**config.mk**
```make
export PLATFORM = sky130hd
export DESIGN_NAME = rqp_div
export DESIGN_NICKNAME = d
export VERILOG_FILES = /design/src/hdl/rqp_div.sv
export SDC_FILE = /design/constraint.sdc
export NUM_CORES = 2
export LEC_CHECK = 0
export ABC_CLOCK_PERIOD_IN_PS = 12890
export BUFFER_PORTS_ARGS = -buffer_cell sky130_fd_sc_hd__buf_2
export CAP_MARGIN = 25
export CORE_UTILIZATION = 45
export DETAILED_ROUTE_END_ITERATION = 10
export PLACE_DENSITY = 0.72
export SYNTH_ARGS = -nofsm -noshare
export SYNTH_HDL_FRONTEND = slang
export SYNTH_SLANG_ARGS = --single-unit
```
**constraint.sdc**
```tcl
create_clock -name clk -period 12.89 [get_ports clk]
set_clock_uncertainty 0.05 [all_clocks]
set_input_delay 3.867 -clock clk [delete_from_list [all_inputs] [get_ports clk]]
set_output_delay 3.867 -clock clk [all_outputs]
set_load 0.02 [all_outputs]
```
**src/hdl/rqp_div.sv**
```systemverilog
// Pipelined restoring divider, several quotient bits per stage, with a side channel.
module rqp_div #(
	parameter int NB  = 44,
	parameter int VW  = 13,
	parameter int SPS = 4,
	parameter int SW  = 1
) (
	input  logic          clk,
	input  logic          arst_n,
	input  logic          in_valid,
	input  logic [VW-1:0] rem_in,
	input  logic [NB-1:0] bits_in,
	input  logic [VW-1:0] divisor,
	input  logic [SW-1:0] side_in,
	output logic          out_valid,
	output logic [NB-1:0] quot,
	output logic [SW-1:0] side_out
);
	localparam int STG = NB / SPS;

	// index 0 is the input, index i+1 the register of stage i
	logic          v_s   [STG+1];
	logic [VW-1:0] rem_s [STG+1];
	logic [NB-1:0] w_s   [STG+1];
	logic [VW-1:0] dv_s  [STG+1];
	logic [SW-1:0] sd_s  [STG+1];

	assign v_s[0]   = in_valid;
	assign rem_s[0] = rem_in;
	assign w_s[0]   = bits_in;
	assign dv_s[0]  = divisor;
	assign sd_s[0]  = side_in;

	for (genvar i = 0; i < STG; i++) begin : g_stage
		logic [VW-1:0] r;
		logic [NB-1:0] w;
		logic [VW:0]   t;

		// dividend bits leave the top of w while quotient bits enter at the bottom
		always_comb begin
			r = rem_s[i];
			w = w_s[i];
			t = '0;
			for (int j = 0; j < SPS; j++) begin
				t = {r, w[NB-1]};
				w = {w[NB-2:0], 1'b0};
				if (t >= {1'b0, dv_s[i]}) begin
					t = t - {1'b0, dv_s[i]};
					w[0] = 1'b1;
				end
				r = t[VW-1:0];
			end
		end

		always_ff @(posedge clk or negedge arst_n) begin
			if (!arst_n) begin
				v_s[i+1] <= 1'b0;
			end else begin
				v_s[i+1] <= v_s[i];
			end
		end

		always_ff @(posedge clk) begin
			rem_s[i+1] <= r;
			w_s[i+1]   <= w;
			dv_s[i+1]  <= dv_s[i];
			sd_s[i+1]  <= sd_s[i];
		end
	end

	assign out_valid = v_s[STG];
	assign quot      = w_s[STG];
	assign side_out  = sd_s[STG];

endmodule

```
**Word-level counts from Yosys, hierarchy flattened**

Cells that the tools add are included.

- Bits in registers: 766
- Bits of input ports: 74
- Output and inout port bits: 46
- Logic and storage cells: 227

- $add $sub $neg: 43
- Order comparisons: 44
- Multiplexer cells: 87

Operator list:

| cell | count |
|---|---|
| $ge A14 B13 Y1 | 44 |
| $mux W13 | 43 |
| $sub A13 B13 Y13 | 43 |
| $mux W1 | 44 |

**Depth between registers and ports, before layout**

- Depth after elaboration: 8
- Gate-level depth with buffers: 52
- Depth with buffers taken out: 47

**Worst setup path after synthesis**

OpenSTA, ideal clock, no wires.

- Path kind: input to register
- Start point: input bits_in[43]
- End point: register rem_s[136] (netlist bit)
- Setup time: 0.141 ns
- Data arrival time: 12.991 ns
- Data required time: 12.699 ns
- Setup slack: -0.292 ns
- Cell stages on the path: 46
- Buffers on the path: 5
- Cell sequence: inv_1 ha_1 inv_1 fa_1 nand3_1 a21oi_1 nor4_1 o21ai_0 a21boi_2 clkbuf_1 mux2_2 ha_1 nand4_1 a211oi_1 o41ai_1 a21oi_1 o21ai_0 and2_1 [... 10 more ...] o21a_1 a2111oi_4 clkinv_1 nor2_1 a21o_1 fa_1 nor2b_1 o21ai_0 a21oi_1 a211oi_1 o21ai_0 nor2_1 o21a_1 or3b_2 buf_2 clkbuf_1 nand3_1 o221ai_1

- Cells in the longest elaborated chain, start to end: 8
- Elaborated cells on any way between the ends: 12
- Classes of those cells: add/sub: 4; order compare: 4; mux: 4

Ends and longest elaborated chain:

| item | line | text |
|---|---|---|
| start, declared | 12 | `input logic [NB-1:0] bits_in,` |
| $sub A13 B13 Y13 / $ge A14 B13 Y1 (equally long branches) | 48, 47 |  |
| $mux W13 * | 47 | `if (t >= {1'b0, dv_s[i]}) begin` |
| $sub A13 B13 Y13 / $ge A14 B13 Y1 (equally long branches) | 48, 47 |  |
| $mux W13 * | 47 |  |
| $sub A13 B13 Y13 / $ge A14 B13 Y1 (equally long branches) | 48, 47 |  |
| $mux W13 * | 47 |  |
| $sub A13 B13 Y13 / $ge A14 B13 Y1 (equally long branches) | 48, 47 |  |
| $mux W13 * | 47 |  |
| via g_stage[0].t[6] | 37 | `logic [VW:0] t;` |
| end signal, assigned by index | 64 | `rem_s[i+1] <= r;` |
| end, declared | 23 | `logic [VW-1:0] rem_s [STG+1];` |

The timed path passes the listed nets; every way through them passes the cells marked *.

**Final worst setup path**

- Start point: input divisor[0]
- End point: register rem_s[133] (netlist bit)

- Cells in the longest elaborated chain, start to end: 8
- Elaborated cells on any way between the ends: 12
- Classes of those cells: add/sub: 4; order compare: 4; mux: 4

Ends and longest elaborated chain:

| item | line | text |
|---|---|---|
| start, declared | 13 | `input logic [VW-1:0] divisor,` |
| $sub A13 B13 Y13 / $ge A14 B13 Y1 (equally long branches) | 48, 47 |  |
| $mux W13 | 47 |  |
| $sub A13 B13 Y13 / $ge A14 B13 Y1 (equally long branches) | 48, 47 |  |
| $mux W13 | 47 |  |
| $sub A13 B13 Y13 / $ge A14 B13 Y1 (equally long branches) | 48, 47 |  |
| $mux W13 | 47 |  |
| $sub A13 B13 Y13 / $ge A14 B13 Y1 (equally long branches) | 48, 47 |  |
| $mux W13 * | 47 |  |
| via g_stage[0].t[3] | 37 |  |

Marks and branches as above.

==> reports/metrics.csv <==
stage,metric,value,unit
global_routing,total track usage,21.3,%
synth,synth warn,0,
place,placed insts,6713,
clocking,Bufs on Longest Clock Path,3,
route,Post-Route WL,117000,um
place,Port Buf Inserts,119,
route,drt drc,0,
critical_path,Reg2Reg Setup Slack,0.98,ns
timing,period utilisation layout,94.7,%
critical_path,Crit Reg-Reg Endpoint,rem_s[33],
floorplan,die width,327,um
route,wl on met1,54800,um
timing,Fmax,81.9,MHz
synth,Post-Syn Area,47600,um2
run,Max-Cap Viols,0,
critical_path,worst-path maximum fanout,19,
route,Routed WL per cell,17.1,um
cells_and_area,area grow syn2layout,10.8,%
global_routing,initial antenna violation count,1,
clocking,clk root buf,clkbuf_16,
critical_path,Worst path max stage delay,0.45,ns
route,Via density,5.59,
synth,post-synthesis sequential area ratio,32.4,%
critical_path,worst-case reg-to-reg path depth,41,
floorplan,core area,104000,um2
clocking,CTS Sinks,766,
route,DR pass1 iterations,5,
timing,Tmin final,12.21,ns
clocking,hold_buf cts,0,
critical_path,Setup crit end kind,flip-flop,
critical_path,CP max stage cell,or3b_2,
route,Highest Signal Layer,met5,
global_routing,grt ovf,0,
global_routing,number of global-route vias before repair,36296,
clocking,CTS buffer count,84,
route,Vias,38394,
synth,post-synth top area share,31.8,%
synth,Main synth FF type,dfxtp_1,
timing,worst rel slew slack,36.7,%
floorplan,Starting Density,45.7,%
critical_path,WP data arrival,12.73,ns
route,metal3 WL,6210,um
cells_and_area,fin nets,6108,
synth,synth top area cells,"dfxtp_1, ha_1, mux2_2",
clocking,H-tree depth,3,
hold_path,hold depth,0,
route,DR iter-0 viols,2641,
global_routing,first-pass GRT wire length,187000,um
critical_path,R2R Path Start,dv_s[40],
synth,Mean Syn Cell Area,9.03,um2
hold_path,Hold Path Sink,g_stage[6].w[40],
timing,Worst-Margin Slew,0.950,ns
route,wire length on met2,52400,um
place,HPWL after DPL,91700,um
timing,RSZ-0062 raised after global routing,false,
clocking,TritonCTS clock tree,done,
clocking,post-CTS sizing,0,
synth,post-synth cell types,93,
floorplan,Die ar.,107000,um2
route,antenna-violating nets left,0,
cells_and_area,Ant. Diodes,0,
timing,final slew viol count,0,
timing,final hold vios,0,
floorplan,die height,327,um
critical_path,type of the worst setup path,input port to flip-flop,
cells_and_area,layout cells sized above 1,11.8,%
cells_and_area,Finished Layout Cells,6866,
timing,Final setup viols,0,
synth,cell accounting for the most synthesized area,dfxtp_1,
outcome,status,completed,
synth,number of synthesized flops with an enable pin,0,
clocking,Post-CTS Setup Bufs,0,
global_routing,pin count of the biggest net entering global routing,23,
critical_path,Startpoint Class,input port,
place,Routability Congestion,0.937,
hold_path,worst hold path class,flip-flop to flip-flop,
clocking,worst skew pair latency,0.67,ns
synth,async set-reset flop share out of synthesis,1.44,%
critical_path,Critical Path RT,13.41,ns
hold_path,hold path startpoint,g_stage[5].w[36],
synth,Synth Instances,5269,
synth,Mapped Nets,5958,
clocking,clock-pin slew on the worst setup and hold paths,0.06,ns
floorplan,num rows,118,
synth,#FFs+latches synth,766,
floorplan,I/O Pins,120,
## worst max-delay path by stage
| stage | slack (ns) | start | end | depth (start not counted) |
|---|---|---|---|---|
| after floorplan | 0.07 | bits_in[43] | rem_s[136] | 46 |
| after global placement | -0.007 | divisor[0] | rem_s[133] | 43 |
| after detailed placement | -0.16 | divisor[0] | rem_s[133] | 42 |
| after CTS | 0.51 | divisor[0] | rem_s[133] | 43 |
| after global routing | 0.01 | dv_s[40] | rem_s[33] | 42 |
| final | 0.68 | divisor[0] | rem_s[133] | 41 |
## kinds of logic (layout without fill, tap and decap cells)
group | Yosys count | count (layout) | synth area share, %
AND/OR/NAND/NOR | 1360 | 1360 | 13.9
multiplexers | 287 | 287 | 6.71
flip-flops | 766 | 766 | 32.4
XOR/XNOR | 387 | 387 | 7.13
buffers and inverters | 506 | 723 | 4.43
AO/OA/AOI/OAI | 1348 | 1348 | 18.6
adder cells (fa/ha/maj) | 615 | 615 | 16.9
## cell usage after synthesis (85+ instances only)
| cell type | n |
|---|---|
| inv_1 | 369 |
| xnor2_1 | 250 |
| nor3_1 | 112 |
| nor2_1 | 346 |
| xor2_1 | 137 |
| o21ai_0 | 317 |
| nand2_1 | 347 |
| a21o_1 | 136 |
| nand4_1 | 102 |
| nand3_1 | 85 |
| nor2b_1 | 103 |
| a21oi_1 | 378 |
| ha_1 | 572 |
| dfxtp_1 | 755 |
| mux2_2 | 215 |
## metal layers
layer / global-route usage (%) / vias up
met4: 7.83 / 2
met1: 28.8 / 17872
met3: 2.86 / 218
li1: - / 19256
met5: 0 / -
met2: 34.4 / 1046
## per-stage QoR
step                      setup TNS (ns)  hold slack [ns]  setup slack [ns]  utilization [%]  instance area [um2]
final                                  0            0.262             0.682             50.6                52700
after global routing                   0            0.265            0.0136             50.6                52700
after CTS                              0            0.265             0.509             50.6                52600
after detailed placement           -1.42            0.262            -0.157             47.8                49800
after global placement          -0.00747            0.260          -0.00747             47.8                49800
after floorplan                        0            0.260            0.0675                -                47600
## registers in the layout, indices dropped and copies added (netlist names)
| name | flops |
|---|---|
| side_out | 1 |
| rem_s | 130 |
| g_stage.w | 400 |
| w_s | 40 |
| quot | 44 |
| out_valid | 1 |
| sd_s | 10 |
| dv_s | 130 |
| v_s | 10 |
## cells in the final DEF (no fill, tap or decap), drive strengths merged, types with 62 or more instances in the layout
master	n
o21ai	326
clkbuf	102
xnor2	250
nor2b	103
nand2b	67
o21a	62
nor3	114
nand2	347
dfxtp	755
inv	399
buf	185
nand4	102
nand3	85
xor2	137
a21oi	382
nor2	348
a21o	136
mux2	229
ha	572
## worst max-delay path, delay by kind of cell
kind / cells / cell delay [ns]
adders and majority gates: 5 / 1.49
and+or+nand+nor: 8 / 1.60
buffers and inverters: 6 / 0.95
AOI/OAI and AO/OA: 19 / 3.82
muxes: 3 / 0.97
## cell type report
| cell class | instances | area [um2] |
|---|---|---|
| clock inverter | 51 | 594 |
| fill | 9608 | 51400 |
| inverter | 385 | 1450 |
| multi-input combinational | 3997 | 30100 |
| clock buffer | 102 | 2280 |
| tap | 1380 | 1730 |
| timing repair buffer | 185 | 1130 |
| sequential | 766 | 15400 |
Power is left out: the tool's default activity adds up to more than one toggle a clock period on the data nets, which glitch-free logic cannot reach.
